===== src/hdl/lid_keepalive_sleep_guard_assert.svh =====
// assertion macros for the lid keepalive sleep guard
`ifndef LID_KEEPALIVE_SLEEP_GUARD_ASSERT_SVH
`define LID_KEEPALIVE_SLEEP_GUARD_ASSERT_SVH
`ifndef SYNTHESIS
`define LKSG_ASSERT_IMP(label, ante, cons) \
    label: assert property (@(posedge aclk) disable iff (!aresetn) (ante) |-> (cons)) \
        else $error("lksg same-cycle check failed");
`define LKSG_ASSERT_NXT(label, ante, cons) \
    label: assert property (@(posedge aclk) disable iff (!aresetn) (ante) |=> (cons)) \
        else $error("lksg next-cycle check failed");
`else
`define LKSG_ASSERT_IMP(label, ante, cons)
`define LKSG_ASSERT_NXT(label, ante, cons)
`endif
`endif


===== src/hdl/lksg_pkg.sv =====
// shared types and constants for the lid keepalive sleep guard
package lksg_pkg;

    localparam int TIME_W      = 48;
    localparam int CNT_W       = 32;
    localparam int MIN_W       = 16;
    localparam int POLL_W      = 5;
    localparam int CFG_IDX_W   = 1;
    localparam int CFG_DATA_W  = 16;
    localparam int IN_TDATA_W  = 56;
    localparam int OUT_TDATA_W = 72;

    localparam logic [POLL_W-1:0] POLL_PERIOD   = 5'd30;
    localparam logic [MIN_W-1:0]  MS_PER_MINUTE = 16'd60000;

    typedef enum logic [CFG_IDX_W-1:0] {
        CFG_KEEPALIVE_MINUTES = 1'b0,
        CFG_LID_SERVICE_OK    = 1'b1
    } cfg_index_t;

    // last member sits in the lowest bits
    typedef struct packed {
        logic [TIME_W-1:0] now_ms;
        logic              lid_read_ok;
        logic              lid_open;
        logic              connected;
    } in_item_t;

    typedef struct packed {
        logic [CNT_W-1:0] last_shut_frames;
        logic [CNT_W-1:0] last_shut_ms;
        logic             lid_is_shut;
        logic             sleep_changed;
        logic             sleep_allowed;
        logic             hold_active;
    } result_t;

    localparam int IN_ITEM_W = $bits(in_item_t);
    localparam int RESULT_W  = $bits(result_t);

endpackage


===== src/hdl/lksg_in_reg.sv =====
// input register stage holding one accepted tick beat
module lksg_in_reg
    import lksg_pkg::*;
(
    input  logic                  aclk,
    input  logic                  aresetn,
    input  logic                  s_tvalid,
    output logic                  s_tready,
    input  logic [IN_TDATA_W-1:0] s_tdata,
    input  logic                  advance,
    output logic                  item_valid,
    output in_item_t              item
);

    logic     valid_reg;
    logic     valid_next;
    in_item_t item_reg;
    logic     accept;

    assign s_tready = !valid_reg || advance;
    assign accept   = s_tvalid && s_tready;

    always_comb begin
        valid_next = valid_reg;
        if (accept) begin
            valid_next = 1'b1;
        end else if (advance) begin
            valid_next = 1'b0;
        end
    end

    always_ff @(posedge aclk) begin
        if (!aresetn) begin
            valid_reg <= 1'b0;
        end else begin
            valid_reg <= valid_next;
        end
    end

    always_ff @(posedge aclk) begin
        if (accept) begin
            item_reg <= in_item_t'(s_tdata[IN_ITEM_W-1:0]);
        end
    end

    assign item_valid = valid_reg;
    assign item       = item_reg;

endmodule


===== src/hdl/lksg_core.sv =====
// configuration registers, guard state and per-tick decision logic
module lksg_core
    import lksg_pkg::*;
(
    input  logic                  aclk,
    input  logic                  aresetn,
    input  logic                  cfg_we,
    input  logic [CFG_IDX_W-1:0]  cfg_index,
    input  logic [CFG_DATA_W-1:0] cfg_wdata,
    input  logic                  advance,
    input  in_item_t              item,
    output result_t               result
);

    logic [MIN_W-1:0]  keepalive_minutes_reg;
    logic              lid_service_ok_reg;
    logic [CNT_W-1:0]  limit_reg;
    logic [CNT_W-1:0]  limit_next;

    logic              sleep_blocked_reg, sleep_blocked_next;
    logic              lid_shut_reg, lid_shut_next;
    logic              shut_timing_reg, shut_timing_next;
    logic [TIME_W-1:0] shut_start_reg, shut_start_next;
    logic [CNT_W-1:0]  frame_count_reg, frame_count_next;
    logic [CNT_W-1:0]  last_frames_reg, last_frames_next;
    logic [CNT_W-1:0]  last_ms_reg, last_ms_next;
    logic [POLL_W-1:0] poll_cnt_reg, poll_cnt_next;

    logic              hold;
    logic              poll;
    logic [TIME_W-1:0] start_eff;
    logic [TIME_W-1:0] elapsed;
    logic [CNT_W-1:0]  frame_base;

    always_ff @(posedge aclk) begin
        if (!aresetn) begin
            keepalive_minutes_reg <= '0;
            lid_service_ok_reg    <= 1'b0;
        end else if (cfg_we) begin
            case (cfg_index_t'(cfg_index))
                CFG_KEEPALIVE_MINUTES: keepalive_minutes_reg <= cfg_wdata[MIN_W-1:0];
                CFG_LID_SERVICE_OK:    lid_service_ok_reg    <= cfg_wdata[0];
                default: ;
            endcase
        end
    end

    // hold length in ms from the minutes register, registered in limit_reg
    assign limit_next = CNT_W'({16'b0, keepalive_minutes_reg} * {16'b0, MS_PER_MINUTE});

    always_ff @(posedge aclk) begin
        if (!aresetn) begin
            limit_reg <= '0;
        end else begin
            limit_reg <= limit_next;
        end
    end

    assign start_eff  = shut_timing_reg ? shut_start_reg : item.now_ms;
    assign elapsed    = item.now_ms - start_eff;
    assign frame_base = shut_timing_reg ? frame_count_reg : '0;
    assign poll       = (poll_cnt_reg <= 5'd1);

    always_comb begin
        sleep_blocked_next = sleep_blocked_reg;
        lid_shut_next      = lid_shut_reg;
        shut_timing_next   = shut_timing_reg;
        shut_start_next    = shut_start_reg;
        frame_count_next   = frame_count_reg;
        last_frames_next   = last_frames_reg;
        last_ms_next       = last_ms_reg;
        poll_cnt_next      = poll_cnt_reg;
        hold               = 1'b0;
        if (keepalive_minutes_reg == '0 || !item.connected) begin
            sleep_blocked_next = 1'b0;
            lid_shut_next      = 1'b0;
            shut_timing_next   = 1'b0;
        end else begin
            sleep_blocked_next = 1'b1;
            if (lid_service_ok_reg) begin
                if (poll) begin
                    poll_cnt_next = POLL_PERIOD;
                    if (item.lid_read_ok) begin
                        lid_shut_next = !item.lid_open;
                    end
                end else begin
                    poll_cnt_next = poll_cnt_reg - 5'd1;
                end
                if (!lid_shut_next) begin
                    if (shut_timing_reg) begin
                        last_ms_next     = elapsed[CNT_W-1:0];
                        last_frames_next = frame_count_reg;
                    end
                    shut_timing_next = 1'b0;
                    frame_count_next = '0;
                end else begin
                    shut_timing_next = 1'b1;
                    shut_start_next  = start_eff;
                    frame_count_next = frame_base + 32'd1;
                    if (elapsed >= {16'b0, limit_reg}) begin
                        sleep_blocked_next = 1'b0;
                    end
                    hold = 1'b1;
                end
            end
        end
    end

    always_ff @(posedge aclk) begin
        if (!aresetn) begin
            sleep_blocked_reg <= 1'b0;
            lid_shut_reg      <= 1'b0;
            shut_timing_reg   <= 1'b0;
            shut_start_reg    <= '0;
            frame_count_reg   <= '0;
            last_frames_reg   <= '0;
            last_ms_reg       <= '0;
            poll_cnt_reg      <= '0;
        end else if (advance) begin
            sleep_blocked_reg <= sleep_blocked_next;
            lid_shut_reg      <= lid_shut_next;
            shut_timing_reg   <= shut_timing_next;
            shut_start_reg    <= shut_start_next;
            frame_count_reg   <= frame_count_next;
            last_frames_reg   <= last_frames_next;
            last_ms_reg       <= last_ms_next;
            poll_cnt_reg      <= poll_cnt_next;
        end
    end

    always_comb begin
        result.hold_active      = hold;
        result.sleep_allowed    = !sleep_blocked_next;
        result.sleep_changed    = sleep_blocked_next != sleep_blocked_reg;
        result.lid_is_shut      = lid_shut_next;
        result.last_shut_ms     = last_ms_next;
        result.last_shut_frames = last_frames_next;
    end

endmodule


===== src/hdl/lksg_out_reg.sv =====
// result register driving the master-side beat
module lksg_out_reg
    import lksg_pkg::*;
(
    input  logic                   aclk,
    input  logic                   aresetn,
    input  logic                   load,
    input  result_t                result,
    output logic                   load_ready,
    output logic                   m_tvalid,
    input  logic                   m_tready,
    output logic [OUT_TDATA_W-1:0] m_tdata
);

    logic    valid_reg;
    logic    valid_next;
    result_t result_reg;

    assign load_ready = !valid_reg || m_tready;

    always_comb begin
        valid_next = valid_reg;
        if (load) begin
            valid_next = 1'b1;
        end else if (m_tready) begin
            valid_next = 1'b0;
        end
    end

    always_ff @(posedge aclk) begin
        if (!aresetn) begin
            valid_reg <= 1'b0;
        end else begin
            valid_reg <= valid_next;
        end
    end

    always_ff @(posedge aclk) begin
        if (load) begin
            result_reg <= result;
        end
    end

    assign m_tvalid = valid_reg;
    assign m_tdata  = {{(OUT_TDATA_W - RESULT_W){1'b0}}, result_reg};

endmodule


===== src/hdl/lid_keepalive_sleep_guard.sv =====
// Lid keepalive sleep guard top level. One tick beat enters per clock cycle
// unless both registers are full and the output is stalled; its result beat
// is registered (input register, decision logic, result register). Throughput
// is one beat per cycle while the output is not stalled; the path between the
// registers is the 48-bit elapsed-time subtract and compare against the registered
// hold limit. A keepalive_minutes write reaches the limit register through the
// minutes register, so an item accepted on the following edge sees it.
`include "lid_keepalive_sleep_guard_assert.svh"
module lid_keepalive_sleep_guard
    import lksg_pkg::*;
(
    input  logic                   aclk,
    input  logic                   aresetn,
    input  logic                   cfg_we,
    input  logic [CFG_IDX_W-1:0]   cfg_index,  // 0 keepalive_minutes, 1 lid_service_ok
    input  logic [CFG_DATA_W-1:0]  cfg_wdata,
    input  logic                   s_tvalid,
    output logic                   s_tready,
    // connected, lid_open, lid_read_ok, now_ms[47:0], zero pad
    input  logic [IN_TDATA_W-1:0]  s_tdata,
    output logic                   m_tvalid,
    input  logic                   m_tready,
    // hold_active, sleep_allowed, sleep_changed, lid_is_shut,
    // last_shut_ms[31:0], last_shut_frames[31:0], zero pad
    output logic [OUT_TDATA_W-1:0] m_tdata
);

    logic     item_valid;
    in_item_t item;
    logic     out_ready;
    logic     advance;
    result_t  result;

    assign advance = item_valid && out_ready;

    lksg_in_reg u_in_reg (
        .aclk       (aclk),
        .aresetn    (aresetn),
        .s_tvalid   (s_tvalid),
        .s_tready   (s_tready),
        .s_tdata    (s_tdata),
        .advance    (advance),
        .item_valid (item_valid),
        .item       (item)
    );

    lksg_core u_core (
        .aclk      (aclk),
        .aresetn   (aresetn),
        .cfg_we    (cfg_we),
        .cfg_index (cfg_index),
        .cfg_wdata (cfg_wdata),
        .advance   (advance),
        .item      (item),
        .result    (result)
    );

    lksg_out_reg u_out_reg (
        .aclk       (aclk),
        .aresetn    (aresetn),
        .load       (advance),
        .result     (result),
        .load_ready (out_ready),
        .m_tvalid   (m_tvalid),
        .m_tready   (m_tready),
        .m_tdata    (m_tdata)
    );

    // input side stalls only when both stages are full and the output is stalled
    `LKSG_ASSERT_IMP(a_stall_only_when_full, !s_tready, item_valid && m_tvalid && !m_tready)
    // a disconnected tick always releases sleep and drops the hold
    `LKSG_ASSERT_NXT(a_disconnect_allows_sleep, advance && !item.connected, m_tvalid && m_tdata[1] && !m_tdata[0])
    // a tracked hold implies a shut lid
    `LKSG_ASSERT_IMP(a_hold_implies_shut, m_tvalid && m_tdata[0], m_tdata[3])

endmodule


===== config.mk =====
export PLATFORM = sky130hd
export DESIGN_NAME = lid_keepalive_sleep_guard
export DESIGN_NICKNAME = d
export VERILOG_FILES = /design/src/hdl/lksg_pkg.sv /design/src/hdl/lksg_in_reg.sv /design/src/hdl/lksg_core.sv /design/src/hdl/lksg_out_reg.sv /design/src/hdl/lid_keepalive_sleep_guard.sv
export VERILOG_INCLUDE_DIRS = /design/src /design/src/hdl
export SDC_FILE = /design/constraint.sdc
export NUM_CORES = 1
export LEC_CHECK = 0
export BUFFER_PORTS_ARGS = -buffer_cell sky130_fd_sc_hd__buf_2
export CELL_PAD_IN_SITES_DETAIL_PLACEMENT = 1
export CELL_PAD_IN_SITES_GLOBAL_PLACEMENT = 2
export CORE_ASPECT_RATIO = 1.25
export CORE_UTILIZATION = 25
export CTS_CLUSTER_SIZE = 10
export DETAILED_ROUTE_END_ITERATION = 10
export PLACE_DENSITY_LB_ADDON = 0.1
export SLEW_MARGIN = 20
export SYNTH_ARGS = -nofsm -noshare
export SYNTH_HDL_FRONTEND = slang
export SYNTH_SLANG_ARGS = --single-unit

===== constraint.sdc =====
create_clock -name aclk -period 11.3 [get_ports aclk]
set_input_delay 0 -clock aclk [delete_from_list [all_inputs] [get_ports aclk]]
set_output_delay 0 -clock aclk [all_outputs]
set_load 0.01 [all_outputs]

[Yosys cells after proc, flatten, opt, wreduce, memory -nomap -nowiden]
Cells that the tools add are included.
Operators by class
  add/sub/neg operators: 3
  multipliers: 1
  divide/modulo/power cells: 0
  magnitude comparators: 2
  eq/ne operators: 1
  shift operators: 0
  mux-type cells: 29
  bitwise logic cells: 3
  reductions and logical operators: 20
Operators with widths (number)
  2-to-1 mux 32 bit: 10
  >= comparator 48 x 32 -> 1 bit: 1
  2-to-1 mux 48 bit: 1
  subtractor 48 bit: 1
  adder 32 x 1 -> 32 bit, second input constant: 1
  multiplier 16 x 11 -> 27 bit, second input constant: 1
  2-to-1 mux 1 bit: 17
  zero test 16 bit: 1
  AND reduction 2 bit: 3
  nonzero test 2 bit: 3
  <= comparator 5 x 1 -> 1 bit, second input constant: 1
  zero test 1 bit: 5
  2-to-1 mux 5 bit: 1
  subtractor 5 x 1 -> 5 bit, second input constant: 1
  AND reduction 4 bit: 1
  logical OR 1 bit: 3
  inverter 1 bit: 3
  AND reduction 3 bit: 1
  logical AND 1 bit: 2
  OR reduction 2 bit: 1
  != test 1 bit: 1
Storage, ports and cells
  register bits after elaboration: 322
  latch bits: 0
  RAM bits: 0
  bits in read-only memories: 0
  input bits: 78
  output and inout bits: 74
  memories: 0

[Longest topological paths before layout]
Gate-level depths: netlist of the first run.
  word-level depth: 9
  depth in mapped cells: 28
  depth with buffers taken out: 24

[Modules after synthesis]
From an unflattened synthesis of the first run, not the netlist that was laid out.
Unflattened totals
  cell total of the unflattened synthesis: 2051
  area, all modules: 19013.2 µm²
Modules (own cells, without submodules)
  lksg_core: times used 1, cells each 1917, area each 15293.4 µm², seq. area each 3923.8 µm²
  lksg_out_reg: times used 1, cells each 77, area each 2124.5 µm², seq. area each 2062.0 µm²
  lksg_in_reg: times used 1, cells each 56, area each 1589.0 µm², seq. area each 1551.5 µm²
  lid_keepalive_sleep_guard: times used 1, cells each 1, area each 6.3 µm², seq. area each 0.0 µm²

[Least setup slack after synthesis of the first run]
No wires, ideal clock.
  path kind: flip-flop to flip-flop
  start: register u_core.shut_timing_reg
  end: register u_out_reg.result_reg, in the netlist u_out_reg.m_tdata[2] (data pin)
  setup time: 258 ps
  arrival time: 5785 ps
  data required time: 11042 ps
  setup slack: 5258 ps
  cell stages (with the launch flop): 26
  clock period less this slack: 6042 ps
  cells stage by stage: dfxtp_1 clkbuf_1 buf_2 buf_1 clkbuf_1 mux2i_1 fa_1 a21oi_2 o21bai_1 a2111o_1 a31o_2 a31oi_1 o21ai_1 xor2_1 ha_1 a21oi_1 nand2_1 a21oi_1 o311ai_0 nor4_1 nand4_1 nor4_1 nand4_2 nor4_4 o21ai_2 xnor2_1
RTL lines
  from (decl): line lksg_core.sv:22  | logic shut_timing_reg, shut_timing_next;
  from (signal assigned): line lksg_core.sv:122  | shut_timing_reg <= shut_timing_next;
  to (signal assigned): line lksg_out_reg.sv:40  | result_reg <= result;
  to (decl): line lksg_out_reg.sv:17  | result_t result_reg;

==> run summary, run 1 <==
The flow ran to the end, and the final reports show no timing, DRC or antenna violations. The final hold slack came out at between 100 and 150 ps. The sequential-to-total area share from yosys stat is 39.38%. Yosys mapped a number of flops with a built-in enable equal to 119.

The count of boundary I/O pins is around 150. The register-to-register path setup slack came out at approximately 4300 ps. The synthesized instance count is approximately 2.2k. Derived from the worst setup path, the maximum achievable clock frequency is around 140 MHz. The antenna violation net count after detailed routing came out at 0. In this run, the number of DRC markers left after iteration 0 of detailed routing was between 500 and 600.

The setup TNS came out at 0 ps. The share of Yosys cell area claimed by the top area cell type is a little over 20%. The wire length per cell after detailed routing is between 15 and 20 um. The average instance area after synthesis came out at ~9 sq um. The areal power density over the cells came out at ~140 nW/um^2. The number of setup violations in the final report came out at 0.

The register clock-pin slew on the reported worst setup and hold paths came out at ~60 ps. The critical path is of the flip-flop to flip-flop type. The standard cell core area came out at roughly 76000 sq um.

The number of global-route vias before repair came to about 17k. The library cell with the largest summed area after synthesis is sky130_fd_sc_hd__dfxtp_1. The end point of the critical path is u_out_reg.m_tdata[2]. The number of vias per cell came out at between 4 and 5.

The tightest min-delay check is of the primary input to flip-flop type. The floorplan row count is 113. In the post-synthesis netlist, the biggest area contributors are sky130_fd_sc_hd__dfxtp_1 (21%), sky130_fd_sc_hd__edfxtp_1 (19%), sky130_fd_sc_hd__ha_1 (11%). The total clock sinks came out at 317.

Synthesis inferred about 320 register bits. The share of async-settable or async-resettable flops after synthesis came out at 0%. The share of layout cells above drive strength 1 came out at between 10% and 20%. The synthesis warning total came out at 0. The worst setup path is launched from a flip-flop.

The sequential standard cell area is around 7500 sq um. Gates resized during post-CTS repair numbered 0. The initial cell density of the core is about a quarter. Sorting the synthesized cells by how often they occur yields sky130_fd_sc_hd__nand2_1 (452), sky130_fd_sc_hd__dfxtp_1 (198), sky130_fd_sc_hd__a21oi_1 (183). The worst ir drop on vdd is roughly 0.11 mV. The buffer depth of the longest clock path came out at 3. The worst path required time came out at roughly 12000 ps.

Setup repair after global routing left no endpoint under its margin. The share of the clock period used by the worst path after layout is 61.62%. The startpoint of the most critical register-to-register path is u_core.shut_timing_reg. On the critical path, the stage with the largest delay is an instance of sky130_fd_sc_hd__a2111oi_0. Max-cap violations in this run came to 0. The start point of the critical path is u_core.shut_timing_reg. The global route total overflow came out at 0.

The die width is about 250 um. The wire length of the first global-routing pass came out at 98770 um. In this run, CTS created clock tree buffers numbering 41.

The critical path data arrival time is roughly 7300 ps. The detailed-routing iteration count for the pre-antenna-repair pass is 4. The worst clock skew came out at around 23 ps.

The clock network latency to the later pin of the worst-skew pair is just under 600 ps. After detailed routing, the number of remaining DRC violations is 0. The net total in the final layout is about 2.6k. The overall fraction of global-route tracks in use came out at ~16%. After filler insertion, the fill cell instance count of the layout stands at between 8k and 9k. The final RePlAce weighted congestion came out at roughly 0.81. The most used standard cell by instance count after synthesis is sky130_fd_sc_hd__nand2_1.

The number of hold buffers added after cts came out at a little under 90. The number of antenna violations at the first check in global routing came out at 0. The cell sitting at the root of the clock tree is a sky130_fd_sc_hd__clkbuf_16. The post-detailed-placement half-perimeter wirelength is roughly 47000 um. The count of port buffers added during placement is 142. Measured along the y axis, the die boundary spans 311.3 um. The footprint of the multi-input gates came out at 10790 sq um. The layout overhead on the synthesized area is 20.35%. Entering global routing, the biggest net connects 74 pins. The number of hold violations in the final report is 0.

The total vias in the final route came out at 15.91k. After synthesis the cells add up to about 19000 sq um. On the worst path, the slowest cell contributes a delay of 590 ps. After clock tree synthesis, the setup repair step added 0 buffers.

The count of unique library cells instantiated by Yosys came out at between 80 and 90. The die covers between 70000 and 80000 sq um. The worst setup path is captured at a flip-flop.

For this design the static power due to leakage is roughly 9.1 nW. The total count of max-transition violations in the final report came out at 0. Traced cell by cell, the critical path runs through buf_4 -> mux2i_1 -> ha_1 -> a21oi_1 -> o21ai_1 -> a2111oi_0 -> o211ai_1 -> a21oi_2 -> o21ai_0 -> xor2_1 -> ha_1 -> nand4_1 -> nor4_1 -> o211ai_1 -> nor4bb_1 -> nand4_1 -> nor4_1 -> nand4_2 -> nor4_4 -> o21ai_2 -> xnor2_1. The depth of the CTS H-tree is 2. The total wirelength of the detailed-routed design is ~64000 um. The post-layout minimum cycle time is slightly below 7000 ps. The placement-stage worst setup slack is ~4200 ps.

The final worst slack came out at between 4000 and 5000 ps. For the pin with the worst max-slew slack, the measured transition is roughly 900 ps. TritonCTS built the clock tree. The number of flip-flops in the largest register came out at 68. Among all flip-flop cells after synthesis, the most frequent one is sky130_fd_sc_hd__dfxtp_1.

The worst flop-to-flop path endpoint is u_out_reg.m_tdata[2]. Of all nets on the critical path, the largest fanout is 28. For the worst flop-to-flop path, the logic depth is 21. The worst slew margin relative to its limit came out at between 30 and 40%.
[power breakdown]
group	leakage (nW)	switching, mW	internal [mW]
logic	5.74	0.406	0.258
registers	2.73	0.0330	1.23
clock network	0.643	0.535	0.763
total	9.11	0.974	2.25
[cell families (layout without fill, tap and decap cells)]
family          count (synthesis)  count (layout)  share of synthesized area, %
other cells                     1               5                       0.01959
fa+ha+maj                     224             224                         17.08
compound gates                437             437                         14.45
mux                            50              50                         2.628
simple gates                  849             849                         19.36
buf+inv                       215             434                         4.433
flops                         317             317                         39.38
xor+xnor                       58              58                         2.654
[how the worst min path moves through the flow]
stage / startpoint / cells past startpoint / to
final: s_tdata[35] / 2 / u_in_reg.item[35]
after global routing: s_tdata[34] / 2 / u_in_reg.item[34]
after CTS: cfg_index / 4 / u_core.keepalive_minutes_reg[8]
after detailed placement: s_tdata[28] / 1 / u_in_reg.item[28]
after global placement: s_tdata[33] / 1 / u_in_reg.item[33]
after floorplan: s_tdata[0] / 0 / u_in_reg.item[0]
[final cells by class]
class | count | share of cell area [%]
diodes | 1 | 0.01086
clock buffers | 69 | 5.487
clock inverters | 6 | 0.2553
inverters | 111 | 1.842
multi-input cells | 1622 | 46.84
flip-flops and latches | 317 | 32.74
well taps | 977 | 5.307
repair buffers | 248 | 7.518
[cells in the final DEF, fill, tap and decap left out, drive strengths merged, types with 5 or more instances in the layout]
| master | synthesis | layout |
|---|---|---|
| a211o | 5 | 5 |
| a211oi | 52 | 52 |
| a21boi | 5 | 5 |
| a21o | 24 | 24 |
| a21oi | 185 | 185 |
| a22oi | 9 | 9 |
| a311oi | 6 | 6 |
| a31oi | 9 | 9 |
| and2 | 15 | 15 |
| and3 | 12 | 12 |
| and4 | 7 | 7 |
| buf | 31 | 158 |
| clkbuf | 73 | 69 |
| dfxtp | 198 | 198 |
| dlygate4sd3 | 0 | 90 |
| edfxtp | 119 | 119 |
| fa | 62 | 62 |
| ha | 162 | 162 |
| inv | 109 | 112 |
| mux2i | 48 | 48 |
| nand2 | 452 | 452 |
| nand2b | 12 | 12 |
| nand3 | 36 | 36 |
| nand4 | 35 | 35 |
| nor2 | 175 | 175 |
| nor2b | 12 | 12 |
| nor3 | 47 | 47 |
| nor4 | 15 | 15 |
| o211ai | 9 | 9 |
| o21a | 19 | 19 |
| o21ai | 63 | 63 |
| o21bai | 10 | 10 |
| o22ai | 6 | 6 |
| or2 | 10 | 10 |
| or3 | 8 | 8 |
| or4 | 5 | 5 |
| xnor2 | 38 | 38 |
| xor2 | 20 | 20 |
[worst max-delay path, delay by kind of cell, from the launching register on]
family          cells  cell delay, ps
compound gates      8            2420
simple gates        7            1830
fa+ha+maj           2             680
flops               1             500
buf+inv             1             500
xor+xnor            2             440
mux                 1             300
[routing by layer]
layer | vias up | GRT usage [%] | part of all wire [%]
met1 | 7822 | 18.76 | 42
met5 | - | 0 | 0
li1 | 7869 | - | -
met4 | 0 | 4.139 | 2.0
met3 | 67 | 2.188 | 2.3
met2 | 152 | 31.25 | 53
[metrics by stage]
step / utilization (%) / instance area (sq um) / cells / power, mW
2_1_floorplan: - / 19150 / 2154 / 1.728
3_3_place_gp: 27.40 / 20800 / 3185 / 1.944
3_5_place_dp: 27.40 / 20800 / 3185 / 1.948
4_1_cts: 30.32 / 23020 / 3349 / 3.317
5_1_grt: 30.33 / 23030 / 3350 / 3.426
6_report: 30.34 / 23030 / 3351 / 3.228
No activity file was read; power rests on OpenSTA's default activity.
==> run 2: changes to the inputs <==
==> constraint.sdc (replaced) <==
create_clock -name aclk -period 6.28 [get_ports aclk]
set_input_delay 0 -clock aclk [delete_from_list [all_inputs] [get_ports aclk]]
set_output_delay 0 -clock aclk [all_outputs]
set_load 0.01 [all_outputs]
==> run summary, run 2 (synthesis results as in run 1) <==
The overall fraction of global-route tracks in use is 16.76% (+0.45 points). The run finished, with violations left. The standby leakage power came out at 9.197 nW (+1.0%). The share of the clock period used by the worst path after layout is 90.30% (+29 points). The vertical die dimension is 311.3 um (unchanged). The signal on the critical path passes through buf_12 -> mux2i_1 -> ha_1 -> a21oi_1 -> o21ai_1 -> a2111oi_2 -> o211ai_1 -> a21oi_2 -> o21ai_0 -> xor2_1 -> ha_1 -> nand4_1 -> nor2_1 -> nand2_1 -> o311ai_0 -> nor4_1 -> nand4_1 -> nor4_1 -> nand4_2 -> nor4_4 -> o21ai_2 -> xnor2_1. The maximum achievable frequency is 176.3 MHz (+23%). The clock tree from TritonCTS is yes. The die width is 249.5 um (unchanged). The peak fanout along the critical path came out at 14 (-50%).

The antenna diode count came out at 0 (-1). The clock network latency to the later pin of the worst-skew pair came out at 610 ps (+30 ps). The number of vias per cell was 4.749 (about the same). The worst slew margin relative to its limit was 30.16% (-9.5 points). The register clock-pin slew on the reported worst setup and hold paths was 70 ps (about the same). The worst setup path is launched from a flip-flop.

The post-layout minimum cycle time came out at 5671 ps (-1292 ps). The count of boundary I/O pins came out at 152 (unchanged). The layout overhead on the synthesized area is 21.16%. The total placed cells including tap cells came to 3197 (+0.38%).

The critical path's slowest cell is sky130_fd_sc_hd__a2111oi_2. The transition at the pin with the smallest max-transition slack came out at 1048 ps (+151.5 ps). The total vias in the final route came to 16.00k (+0.55%). The post-detailed-placement half-perimeter wirelength came to 48390 um (+2.0%). The library cell used as clock root buffer is sky130_fd_sc_hd__clkbuf_16.

The clock buffer count from CTS came out at 42 (+2.4%). The setup TNS is 0 ps (unchanged). The final hold slack is -3.860 ps (-133.7 ps). The number of antenna violations at the first check in global routing came out at 1 (+1). The total power after layout came out at 5.797 mW (+80%). The path class of the lowest-slack min-delay path is primary input to flip-flop. The violation count after the first detailed-route iteration is 660 (+20%). The total clock sinks was 317 (unchanged).

The floorplan row count came to 113 (unchanged). The total wirelength of the detailed-routed design came out at 65130 um (+2.2%). The detailed-routing iteration count for the pre-antenna-repair pass is 5 (+1).

Setup repair after global routing left no endpoint under its margin. The total die area came out at 77670 sq um (unchanged). The number of flip-flops in the largest register is 68 (unchanged). The final reports fail on negative hold slack.

The total count of max-transition violations in the final report is 0 (unchanged). The areal power density over the cells is 250.0 nW/um^2 (+78%). The pin count of the biggest net entering global routing came out at 103 (+39%). The share of layout cells above drive strength 1 is 11.20% (+0.63 points).

The critical path buffer and inverter count was 1 (unchanged). The setup path with the least slack is of type flip-flop to flip-flop. The initial cell density of the core came out at 25.21% (unchanged).

Leaving out fill and tap cells, the most frequent cell in the layout is sky130_fd_sc_hd__nand2_1. The wire length of the first global-routing pass came out at 100900 um (+2.2%). In this design, the largest share of critical-path delay is due to compound AO/OA/AOI/OAI gates. The non-filler instance count after layout came out at 3369 (+0.54%). The standard cell core area was 75920 sq um (unchanged).

The buffer depth of the longest clock path was 3 (unchanged). The worst stage delay on the critical path is 480 ps (-110 ps). The wire length per cell after detailed routing is 19.33 um (+1.7%). The net total in the final layout was 2660 (+0.64%). STA classifies the critical path endpoint as a flip-flop.

The worst clock skew came out at 55.65 ps (+32.41 ps). The count of port buffers added during placement came out at 142 (unchanged). Leaving out fill and tap cells, the most frequent cells in the layout are sky130_fd_sc_hd__nand2_1 (452), sky130_fd_sc_hd__dfxtp_1 (197), sky130_fd_sc_hd__a21oi_1 (183), sky130_fd_sc_hd__nor2_1 (174), sky130_fd_sc_hd__ha_1 (162).

The remaining design rule violation count came out at 0 (unchanged). The number of setup violations in the final report is 0 (unchanged). The antenna violation net count after detailed routing is 0 (unchanged).

The number of global-route vias before repair came to 17.19k (+1.6%). The worst ir drop on vdd came out at 0.1972 mV (+83%). The number of hold violations in the final report is 1 (+1).

The worst path required time was 6640 ps (-4990 ps). The global route total overflow is 0 (unchanged). The depth of the CTS H-tree is 2 (unchanged).

The max-cap violation count is 0 (unchanged). The critical path data arrival time came out at 6030 ps (-1260 ps). The final RePlAce weighted congestion came out at 0.8431 (+3.7%).
run 2: cell count changes in the layout (fill, tap and decap cells not counted), sizes merged:
| cell | delta |
|---|---|
| clkbuf | -7 |
| dlygate4sd3 | -1 |
| diode | -1 |
| clkinv | +9 |
| inv | +1 |
| buf | +17 |
run 2: layer usage:
| metal | GRT usage, % | vias to the layer above | wire (um) |
|---|---|---|---|
| li1 | - | 7880 | - |
| met1 | 19.33 | 7851 | 27190 |
| met2 | 31.60 | 182 | 34610 |
| met3 | 2.130 | 85 | 1445 |
| met4 | 5.429 | 0 | 1870 |
| met5 | 0 | - | 0 |
run 2: worst reg2reg max path: cells and delay by family (launching register included):
kind | cells | cell delay (ps)
XOR/XNOR | 2 | 420
AND/OR/NAND/NOR | 8 | 1670
adder cells (fa/ha/maj) | 2 | 650
flip-flops | 1 | 400
multiplexers | 1 | 270
buffers and inverters | 1 | 160
AO/OA/AOI/OAI | 8 | 1880
run 2: timing repair:
| item | in CTS | in global routing |
|---|---|---|
| endpoints found under the setup margin | 0 | 3 |
| endpoints found under the hold margin | 82 | 0 |
| hold buffers | 89 | 0 |
| resized for setup | 0 | 3 |
| setup buffers | 0 | 5 |
run 2: layout make-up:
class | instances | area (sq um)
Clock inverter | 16 | 128.9
Sequential cell | 317 | 7541
Tap cell | 977 | 1222
Timing Repair Buffer | 264 | 1887
Multi-Input combinational cell | 1622 | 10800
Clock buffer | 62 | 1187
Inverter | 111 | 424.2
Fill cell | 8807 | 52740
run 2: worst paths after layout:
check                               from                               to  slack [ps]  cells past startpoint
hold / removal                    cfg_we  u_core.keepalive_minutes_reg[0]          -4                      4
hold reg to reg   u_core.last_ms_reg[17]           u_core.last_ms_reg[17]         450                      2
setup / recovery  u_core.shut_timing_reg             u_out_reg.m_tdata[2]         610                     22
setup reg to reg  u_core.shut_timing_reg             u_out_reg.m_tdata[2]         610                     22
run 2: through the flow:
step,utilization (%),setup WS [ps],area (sq um)
2_1_floorplan,-,237.6,19150
3_3_place_gp,27.55,406.6,20920
3_5_place_dp,27.55,184.9,20920
4_1_cts,30.46,178.3,23130
5_1_grt,30.54,149.9,23190
6_report,30.54,608.9,23190
run 2: where the power goes:
part,internal [mW],leakage [nW],switching (mW),total (mW)
registers,2.22,2.73,0.0553,2.28
clock network,1.32,0.638,0.987,2.31
logic,0.473,5.83,0.738,1.21
total,4.02,9.20,1.78,5.80
